<file path="src/sv/gdd_pkg.sv">
// shared types, constants and calendar tables for the gregorian date difference block
package gdd_pkg;

  localparam int unsigned DayW   = 6;
  localparam int unsigned MonthW = 4;
  localparam int unsigned YearW  = 14;
  localparam int unsigned DistW  = 22;
  // day number width: (2^YearW - 2) * 365 plus leap and month terms stays below 2^23
  localparam int unsigned DayNumW = 23;

  localparam int unsigned InDataW  = 48;
  localparam int unsigned OutDataW = 32;

  // floor(x / 25) as (x * Recip25) >> Recip25Shift, exact for x < 4096
  localparam int unsigned Recip25Shift = 16;
  localparam logic [11:0] Recip25      = 12'd2622;

  localparam logic [DistW-1:0] DistMax = '1;

  typedef enum logic [1:0] {
    ORDER_EQUAL   = 2'b00,
    ORDER_LATER   = 2'b01,
    ORDER_EARLIER = 2'b11
  } gdd_order_e;

  typedef struct packed {
    logic [YearW-1:0]  year;
    logic [MonthW-1:0] month;
    logic [DayW-1:0]   day;
  } gdd_date_t;

  typedef struct packed {
    logic               valid;
    logic [DayNumW-1:0] day_num;
  } gdd_date_info_t;

  function automatic logic [DayW-1:0] month_len(input logic [MonthW-1:0] month);
    logic [DayW-1:0] len;
    case (month)
      4'd1, 4'd3, 4'd5, 4'd7, 4'd8, 4'd10, 4'd12: len = 6'd31;
      4'd4, 4'd6, 4'd9, 4'd11:                    len = 6'd30;
      4'd2:                                       len = 6'd28;
      default:                                    len = 6'd0;
    endcase
    return len;
  endfunction

  // days before the first of the month in a common year
  function automatic logic [8:0] month_start(input logic [MonthW-1:0] month);
    logic [8:0] start;
    case (month)
      4'd1:    start = 9'd0;
      4'd2:    start = 9'd31;
      4'd3:    start = 9'd59;
      4'd4:    start = 9'd90;
      4'd5:    start = 9'd120;
      4'd6:    start = 9'd151;
      4'd7:    start = 9'd181;
      4'd8:    start = 9'd212;
      4'd9:    start = 9'd243;
      4'd10:   start = 9'd273;
      4'd11:   start = 9'd304;
      4'd12:   start = 9'd334;
      default: start = 9'd0;
    endcase
    return start;
  endfunction

endpackage

</file>
<file path="src/sv/gdd_date_unit.sv">
// validity check and closed-form day number of one date
module gdd_date_unit (
  input  gdd_pkg::gdd_date_t      date_i,
  output gdd_pkg::gdd_date_info_t info_o
);
  import gdd_pkg::*;

  logic [YearW-1:0]   prev_year;
  logic [11:0]        p_div4;
  logic [23:0]        p_prod;
  logic [7:0]         p_div100;
  logic [5:0]         p_div400;
  logic [11:0]        y_div4;
  logic [23:0]        y_prod;
  logic [7:0]         y_div100;
  logic [12:0]        y_back;
  logic [4:0]         y_rem25;
  logic               leap;
  logic               month_ok;
  logic [DayW-1:0]    len;
  logic [DayNumW-1:0] base;

  assign prev_year = date_i.year - YearW'(1);

  // year/4, year/100 and year/400 of the previous year
  assign p_div4   = prev_year[YearW-1:2];
  assign p_prod   = 24'(p_div4) * 24'(Recip25);
  assign p_div100 = p_prod[23:Recip25Shift];
  assign p_div400 = p_div100[7:2];

  // leap test: year = 4*y_div4, then split y_div4 into 25*y_div100 + y_rem25
  assign y_div4   = date_i.year[YearW-1:2];
  assign y_prod   = 24'(y_div4) * 24'(Recip25);
  assign y_div100 = y_prod[23:Recip25Shift];
  assign y_back   = 13'(y_div100) * 13'd25;
  assign y_rem25  = 5'(13'(y_div4) - y_back);
  assign leap     = (date_i.year[1:0] == 2'b00) &&
                    ((y_rem25 != 5'd0) || (y_div100[1:0] == 2'b00));

  assign month_ok = (date_i.month inside {[4'd1:4'd12]});

  always_comb begin
    len = month_len(date_i.month);
    if (date_i.month == 4'd2 && leap) begin
      len = len + DayW'(1);
    end
  end

  assign info_o.valid = month_ok && (date_i.year != '0) && (date_i.day != '0) &&
                        (date_i.day <= len);

  assign base = DayNumW'(prev_year) * DayNumW'(365) + DayNumW'(p_div4) -
                DayNumW'(p_div100) + DayNumW'(p_div400);

  assign info_o.day_num = base + DayNumW'(month_start(date_i.month)) +
                          DayNumW'((date_i.month > 4'd2) && leap) +
                          DayNumW'(date_i.day);

endmodule

</file>
<file path="src/sv/gdd_result.sv">
// ordering of the raw fields and saturated absolute day distance, 0 when either date is invalid
module gdd_result (
  input  gdd_pkg::gdd_date_t      first_i,
  input  gdd_pkg::gdd_date_t      second_i,
  input  gdd_pkg::gdd_date_info_t first_info_i,
  input  gdd_pkg::gdd_date_info_t second_info_i,
  output gdd_pkg::gdd_order_e     order_o,
  output logic [gdd_pkg::DistW-1:0] day_distance_o
);
  import gdd_pkg::*;

  logic [DayNumW-1:0] diff;

  // packed year, month, day compares in field priority order
  always_comb begin
    if (first_i == second_i) begin
      order_o = ORDER_EQUAL;
    end else if (first_i > second_i) begin
      order_o = ORDER_LATER;
    end else begin
      order_o = ORDER_EARLIER;
    end
  end

  assign diff = (first_info_i.day_num > second_info_i.day_num) ?
                (first_info_i.day_num - second_info_i.day_num) :
                (second_info_i.day_num - first_info_i.day_num);

  always_comb begin
    if (!(first_info_i.valid && second_info_i.valid)) begin
      day_distance_o = '0;
    end else if (diff > DayNumW'(DistMax)) begin
      day_distance_o = DistMax;
    end else begin
      day_distance_o = diff[DistW-1:0];
    end
  end

endmodule

</file>
<file path="src/sv/gregorian_date_difference.sv">
// top level of the gregorian date difference block
// Takes one pair of dates per word and returns one result word: a validity flag for
// each date, the ordering of the two dates (year, then month, then day, from the raw
// fields) and the absolute number of days between them, 0 when either date is invalid
// and saturated at 22 bits. The datapath is an input register, closed-form day number
// logic for both dates and an output register, so when the output is not stalled a word
// can be accepted every cycle and each result is on the master side from the clock edge
// after the one that accepts its word. The input register holds its word only while
// the output register is full and stalled by master-side backpressure.
module gregorian_date_difference (
  input  logic                          clk_i,
  input  logic                          rst_ni,
  input  logic                          s_axis_tvalid,
  output logic                          s_axis_tready,
  // first_day[5:0], first_month[9:6], first_year[23:10],
  // second_day[29:24], second_month[33:30], second_year[47:34]
  input  logic [gdd_pkg::InDataW-1:0]   s_axis_tdata,
  output logic                          m_axis_tvalid,
  input  logic                          m_axis_tready,
  // first_valid[0], second_valid[1], order[3:2], day_distance[25:4], zero fill above
  output logic [gdd_pkg::OutDataW-1:0]  m_axis_tdata
);
  import gdd_pkg::*;

  logic            in_valid_q;
  gdd_date_t       first_q, second_q;
  logic            out_valid_q;
  logic            out_first_valid_q, out_second_valid_q;
  gdd_order_e      out_order_q;
  logic [DistW-1:0] out_dist_q;

  logic            out_ready;
  logic            in_ready;
  gdd_date_info_t  first_info, second_info;
  gdd_order_e      order_d;
  logic [DistW-1:0] dist_d;

  assign out_ready     = !out_valid_q || m_axis_tready;
  assign in_ready      = !in_valid_q || out_ready;
  assign s_axis_tready = in_ready;

  always_ff @(posedge clk_i or negedge rst_ni) begin
    if (!rst_ni) begin
      in_valid_q <= 1'b0;
    end else if (in_ready) begin
      in_valid_q <= s_axis_tvalid;
    end
  end

  always_ff @(posedge clk_i) begin
    if (in_ready && s_axis_tvalid) begin
      first_q.day   <= s_axis_tdata[5:0];
      first_q.month <= s_axis_tdata[9:6];
      first_q.year  <= s_axis_tdata[23:10];
      second_q.day   <= s_axis_tdata[29:24];
      second_q.month <= s_axis_tdata[33:30];
      second_q.year  <= s_axis_tdata[47:34];
    end
  end

  gdd_date_unit u_first_date (
    .date_i (first_q),
    .info_o (first_info)
  );

  gdd_date_unit u_second_date (
    .date_i (second_q),
    .info_o (second_info)
  );

  gdd_result u_result (
    .first_i        (first_q),
    .second_i       (second_q),
    .first_info_i   (first_info),
    .second_info_i  (second_info),
    .order_o        (order_d),
    .day_distance_o (dist_d)
  );

  always_ff @(posedge clk_i or negedge rst_ni) begin
    if (!rst_ni) begin
      out_valid_q <= 1'b0;
    end else if (out_ready) begin
      out_valid_q <= in_valid_q;
    end
  end

  always_ff @(posedge clk_i) begin
    if (out_ready && in_valid_q) begin
      out_first_valid_q  <= first_info.valid;
      out_second_valid_q <= second_info.valid;
      out_order_q        <= order_d;
      out_dist_q         <= dist_d;
    end
  end

  assign m_axis_tvalid = out_valid_q;
  assign m_axis_tdata  = {6'd0, out_dist_q, out_order_q, out_second_valid_q,
                          out_first_valid_q};

endmodule
</file>
<file path="config.mk">
export PLATFORM = sky130hd
export DESIGN_NAME = gregorian_date_difference
export DESIGN_NICKNAME = d
export VERILOG_FILES = /design/src/sv/gdd_pkg.sv /design/src/sv/gdd_date_unit.sv /design/src/sv/gdd_result.sv /design/src/sv/gregorian_date_difference.sv
export SDC_FILE = /design/constraint.sdc
export NUM_CORES = 1
export LEC_CHECK = 0
export ABC_AREA = 1
export BUFFER_PORTS_ARGS = -buffer_cell sky130_fd_sc_hd__buf_2
export CAP_MARGIN = 20
export CORE_AREA = 2 2 237 239
export CTS_CLUSTER_SIZE = 12
export DETAILED_ROUTE_END_ITERATION = 10
export DIE_AREA = 0 0 239 241
export PLACE_DENSITY = 0.66
export SYNTH_ARGS = -nofsm -noshare
export SYNTH_HDL_FRONTEND = slang
export SYNTH_SLANG_ARGS = --single-unit
</file>
<file path="constraint.sdc">
create_clock -name clk_i -period 14.2 [get_ports clk_i]
set_clock_uncertainty 0.1 [all_clocks]
set_input_delay 1.42 -clock clk_i [delete_from_list [all_inputs] [get_ports clk_i]]
set_output_delay 1.42 -clock clk_i [all_outputs]
set_load 0.05 [all_outputs]
</file>
After elaboration in Yosys (flattened, before gate mapping)
Memories as Yosys holds them, arrays and structs flattened. A register that Yosys moved wholly into a read port is not among the register bits.
Index checks and enable logic that the tools add are counted.
Word-level totals
  ROM bits: 448
  output and inout bits: 34
  register bits: 76
  memories: 4
Memories
  (name not given): words 16, bits a word 9, rd ports 1, clocked after memory_dff 1, wr ports 0, RTL line gdd_pkg.sv:51  | case (month)
  (name not given): words 16, bits a word 9, rd ports 1, clocked after memory_dff 1, wr ports 0, RTL line gdd_pkg.sv:51
  (name not given): words 16, bits a word 5, rd ports 1, clocked after memory_dff 1, wr ports 0, RTL line gdd_pkg.sv:39  | case (month)
  (name not given): words 16, bits a word 5, rd ports 1, clocked after memory_dff 1, wr ports 0, RTL line gdd_pkg.sv:39
Operators by class
  equal/unequal tests: 3
  multiply operators: 8
  mux-type cells: 9
  add/sub/neg operators: 20
  reduce and logical (&&, ||, !) cells: 33
  order comparisons: 11
Operators with widths (number)
  23-bit by 6-bit adder with 23-bit output: 4
  12-bit by 11-bit multiplier with 23-bit output, second input constant: 4
  23-bit by 1-bit adder with 23-bit output: 2
  23-bit by 12-bit adder with 23-bit output: 2
  23-bit by 9-bit adder with 23-bit output: 2
  14-bit by 9-bit multiplier with 23-bit output, second input constant: 2
  23-bit subtractor: 2
  23-bit by 8-bit subtractor with 23-bit output: 2
  14-bit nonzero test: 2
  14-bit by 1-bit subtractor with 14-bit output, second input constant: 2
  24-bit equality test: 1
  24-bit greater-than comparator: 1
  23-bit by 22-bit greater-than comparator with 1-bit output, second input constant: 1
  23-bit greater-than comparator: 1
  23-bit 2-to-1 mux: 1
  22-bit 2-to-1 mux: 1
  1-bit logical AND: 17
  8-bit by 5-bit multiplier with 5-bit output, second input constant: 2
  4-bit 2-to-1 mux: 4
  6-bit by 1-bit adder with 6-bit output, second input constant: 2
  6-bit <= comparator: 2
  6-bit 2-to-1 mux: 2
  6-bit nonzero test: 2
  5-bit nonzero test: 2
  other kinds (9): 21

Logic depth before layout (Yosys ltp)
  depth after elaboration: 13
  mapped depth: 85

Cells and area by module
Synthesis repeated with hierarchy kept, for this count alone.
Unflattened totals
  cell total of the unflattened synthesis: 3396
  area total of the unflattened synthesis: 27919.3 um2
Modules (own cells, without submodules)
  gdd_date_unit at u_first_date: times used 1, cells each 1234, seq. area each 0.0 um2, area each 10685.2 um2
  gdd_date_unit at u_second_date: times used 1, cells each 1215, seq. area each 0.0 um2, area each 10603.9 um2
  gdd_result: times used 1, cells each 852, seq. area each 0.0 um2, area each 4249.1 um2
  gregorian_date_difference: times used 1, cells each 95, seq. area each 2272.2 um2, area each 2381.0 um2

Worst setup path after synthesis
OpenSTA, ideal clock, no wires.
  path kind: reg2reg
  start point: register first_q[19] in the netlist's numbering
  end point: register out_dist_q[11] (data pin)
  path buffers: 2
  slack: 1.741 ns
  data required time: 13.820 ns
  arrival time: 12.079 ns
  clock period less this slack: 12.459 ns
  stages on the path, launching flop included: 83
  path through: edfxtp_1 -> inv_1 -> fa_1 -> inv_1 -> ha_1 -> inv_1 -> fa_1 -> inv_1 -> fa_1 -> inv_1 -> fa_1 -> inv_1 -> ha_1 -> nand2_1 -> inv_1 -> nand2_1 -> a21oi_1 -> nor2_1 -> [... 47 more ...] -> nand2_1 -> nor2_4 -> inv_2 -> nor2_2 -> inv_2 -> nor2_2 -> nand2_1 -> nand3_2 -> nand2_2 -> nand2_1 -> nand2_1 -> nand2_2 -> nand2_4 -> clkinv_2 -> nand2_2 -> nand2_4 -> buf_6 -> a21oi_2
Between the ends
  word-level cells in the longest chain between the ends: 13
RTL lines
  from (decl): RTL line gregorian_date_difference.sv:26  | gdd_date_t first_q, second_q;
  parallel branches: the longest is 13 deep, another holds 14-bit by 9-bit multiplier with 23-bit output
  to (signal assigned): RTL line gregorian_date_difference.sv:93  | out_dist_q <= dist_d;
  to (decl): RTL line gregorian_date_difference.sv:30  | logic [DistW-1:0] out_dist_q;
Parallel ways; which one is timed is not known.
A chain may end at the register's enable or synchronous reset.

Worst setup path after layout
  start point: register first_q[19] in the netlist's numbering
  end point: register out_dist_q[5] (data pin)
Same word-level chain as after synthesis.

==> results.json <==
{
  "synth_area_um2": 27200,
  "critPathLaunchType": "flip-flop",
  "synth_top_flop_cell": "edfxtp_1",
  "placed_cells": 3904,
  "drtPass1Iterations": 7,
  "max_slew.worst_pin.slew_ns": 1.04,
  "r2r-start": "first_q[19]",
  "synth-seq-area-share_pct": 10.1,
  "drive_gt1_share_pct": 7.91,
  "crit_fanout": 12,
  "hold_class": "flip-flop to flip-flop",
  "routedWlPerCell_um": 15.6,
  "cp.arrival_ns": 13.40,
  "rows": 86,
  "holdPathStages": 2,
  "finalNonFillerCells": 3954,
  "avgSynthCellArea_um2": 8.77,
  "hold_viol": 0,
  "drc": 0,
  "cts_buffers": 9,
  "clkTransAtPathRegs_ns": 0.09,
  "htreeDepth": 3,
  "cts_hold_buf": 0,
  "fmax_mhz": 74.7,
  "slew_violations": 0,
  "period_needed_ns": 13.39,
  "timing.hold.ws_ns": 0.420,
  "grt_pass1_vias": 20000,
  "synth_warnings": 0,
  "worstPathRequired_ns": 14.21,
  "die_w_um": 239,
  "path_class": "flip-flop to flip-flop",
  "first_iter_violations": 983,
  "cts_tree": "built",
  "cts.sinks": 100,
  "setup_slack_ns": 0.814,
  "placed_area_um2": 28600,
  "synth-async-reset-ratio_pct": 2.00,
  "fp.dieArea_um2": 57600,
  "dp_hpwl_mm": 53.9,
  "worst_setup_path_end_kind": "flip-flop",
  "vias_per_cell": 5.03,
  "vias": 19900,
  "start_util_pct": 49.5,
  "syn2layout_area_growth_pct": 8.07,
  "ios": 86,
  "cpPeakStageDelay_ns": 0.54,
  "synth_edf_count": 74,
  "cp_slowest_cell": "fa_1",
  "cp-startpoint": "first_q[19]",
  "grt_use_total_pct": 22.3,
  "num-nets-final": 4279,
  "cp_common_cell": "nand2_1",
  "ant_nets": 0,
  "globalplace.congestion": 0.919,
  "overflow": 0,
  "min-delay-start": "in_valid_q",
  "grt_first_pass_wirelength_mm": 101,
  "fin_area_um2": 29400,
  "root_buffer": "clkbuf_16",
  "cap_violations": 0,
  "grt_max_degree": 39,
  "post-place-ws_ns": 0.144,
  "synth_cell_type_count": 56,
  "core_area_um2": 54900,
  "run_status": "complete, no violations",
  "fin_crit_sh_pct": 94.3,
  "io_buffers": 79,
  "setup_violations": 0,
  "syn_inst": 3097,
  "relSlewSlack_pct": 30.7,
  "ys_ff_latch": 100,
  "die-height_um": 241,
  "clk_path_buf_depth": 2,
  "clk_latency_ns": 0.42,
  "antenna_found_initial": 0,
  "routed_wl_mm": 61.7,
  "worst-r2r-cell-count": 78
}
==> cells by family (layout without fill, tap and decap cells) <==
family	Yosys count	in the layout	synth area share [%]
and+or+nand+nor	619	622	9.59
AOI/OAI and AO/OA	370	370	7.82
xor gates and xnor gates	155	155	5.00
adders and majority gates	983	983	55.1
DFF	100	100	10.1
other	1	7	0.0138
buffers and inverters	869	1013	12.3
==> through the flow <==
step | TNS (ns) | utilization (%)
2_1_floorplan | 0 | -
3_3_place_gp | 0 | 52.2
3_5_place_dp | 0 | 52.2
4_1_cts | 0 | 52.7
5_1_grt | -0.793 | 53.5
6_report | 0 | 53.5
==> synth_stat cells, types with 3 or more instances <==
cell | count | share of area [%]
a21oi_1 | 167 | 3.1
ha_1 | 627 | 29
xnor2_1 | 40 | 1.3
clkbuf_1 | 3 | 0.041
o221ai_1 | 4 | 0.13
nand3b_1 | 5 | 0.14
buf_2 | 9 | 0.17
a211oi_1 | 10 | 0.28
nor2_1 | 104 | 1.4
a31oi_1 | 6 | 0.14
a21o_1 | 10 | 0.28
buf_4 | 13 | 0.36
o211ai_1 | 7 | 0.19
nor2_2 | 6 | 0.14
nand2_1 | 370 | 5.1
o22ai_1 | 3 | 0.069
o21a_1 | 5 | 0.14
fa_1 | 356 | 26
o21ai_1 | 21 | 0.39
nand2_2 | 7 | 0.16
xor2_1 | 115 | 3.7
inv_2 | 8 | 0.11
o21ai_0 | 87 | 1.6
or2_2 | 5 | 0.12
a21boi_1 | 3 | 0.083
edfxtp_1 | 74 | 8.2
nor3_1 | 16 | 0.29
nand4_1 | 21 | 0.48
a21oi_2 | 22 | 0.71
o21bai_1 | 12 | 0.33
dfxtp_1 | 24 | 1.8
nand3_1 | 71 | 1.3
inv_1 | 831 | 11
nor4_1 | 6 | 0.14
==> path summary, 6_finish.rpt <==
| path | end | slack, ns |
|---|---|---|
| min reg2reg | m_axis_tvalid | 0.42 |
| max | out_dist_q[5] | 0.81 |
| max in group asynchronous | m_axis_tvalid | 13.22 |
| max reg2reg | out_dist_q[5] | 0.81 |
| min | m_axis_tvalid | 0.42 |
| min in group asynchronous | in_valid_q | 0.68 |
==> worst max-delay path: cells and delay by family (launching register included) <==
kind | cells | cell delay (ns)
fa+ha+maj | 16 | 6.44
simple gates | 36 | 3.40
compound gates | 10 | 1.08
buf+inv | 13 | 1.03
xor+xnor | 3 | 0.53
flops | 1 | 0.51
==> area by class of cell <==
| class | instances | area [um^2] |
|---|---|---|
| Sequential cell | 100 | 2750 |
| Fill cell | 5179 | 25500 |
| Clock buffer | 9 | 225 |
| Multi-Input combinational cell | 2136 | 21300 |
| Clock inverter | 7 | 88.8 |
| Inverter | 841 | 3180 |
| Timing Repair Buffer | 156 | 977 |
| Tap cell | 704 | 881 |
| Antenna cell | 1 | 2.50 |
==> cell usage in the layout, fill, tap and decap left out, drive strengths merged, types with 6 or more instances in the layout <==
master	Yosys	layout
nand2	379	382
o21bai	12	12
or2	6	6
buf	25	156
a21o	10	10
nor4	6	6
clkbuf	3	9
nor3	16	16
a21oi	189	189
a31oi	7	7
fa	356	356
edfxtp	74	74
conb	1	6
a211oi	10	10
inv	839	841
xor2	115	115
xnor2	40	40
o21ai	109	109
nor2	111	111
dfxtp	24	24
o211ai	7	7
nand4	21	21
nand3	72	72
ha	627	627
==> per-layer routing <==
layer  track usage (%)  vias to the layer above  part of all wire (%)
met5                 0                        -                     0
met4              5.02                        0                   2.2
met3              2.22                       71                   3.4
met2              38.8                      357                    48
met1              30.0                     9470                    47
li1                  -                     9988                     -
==> repair_timing <==
item,CTS,global route
setup endpoints to repair,0,22
resized for setup,0,36
buffers inserted,0,30
Power is not shown: default switching activity piles up to over one toggle a cycle in this logic, so the estimate is an artifact.
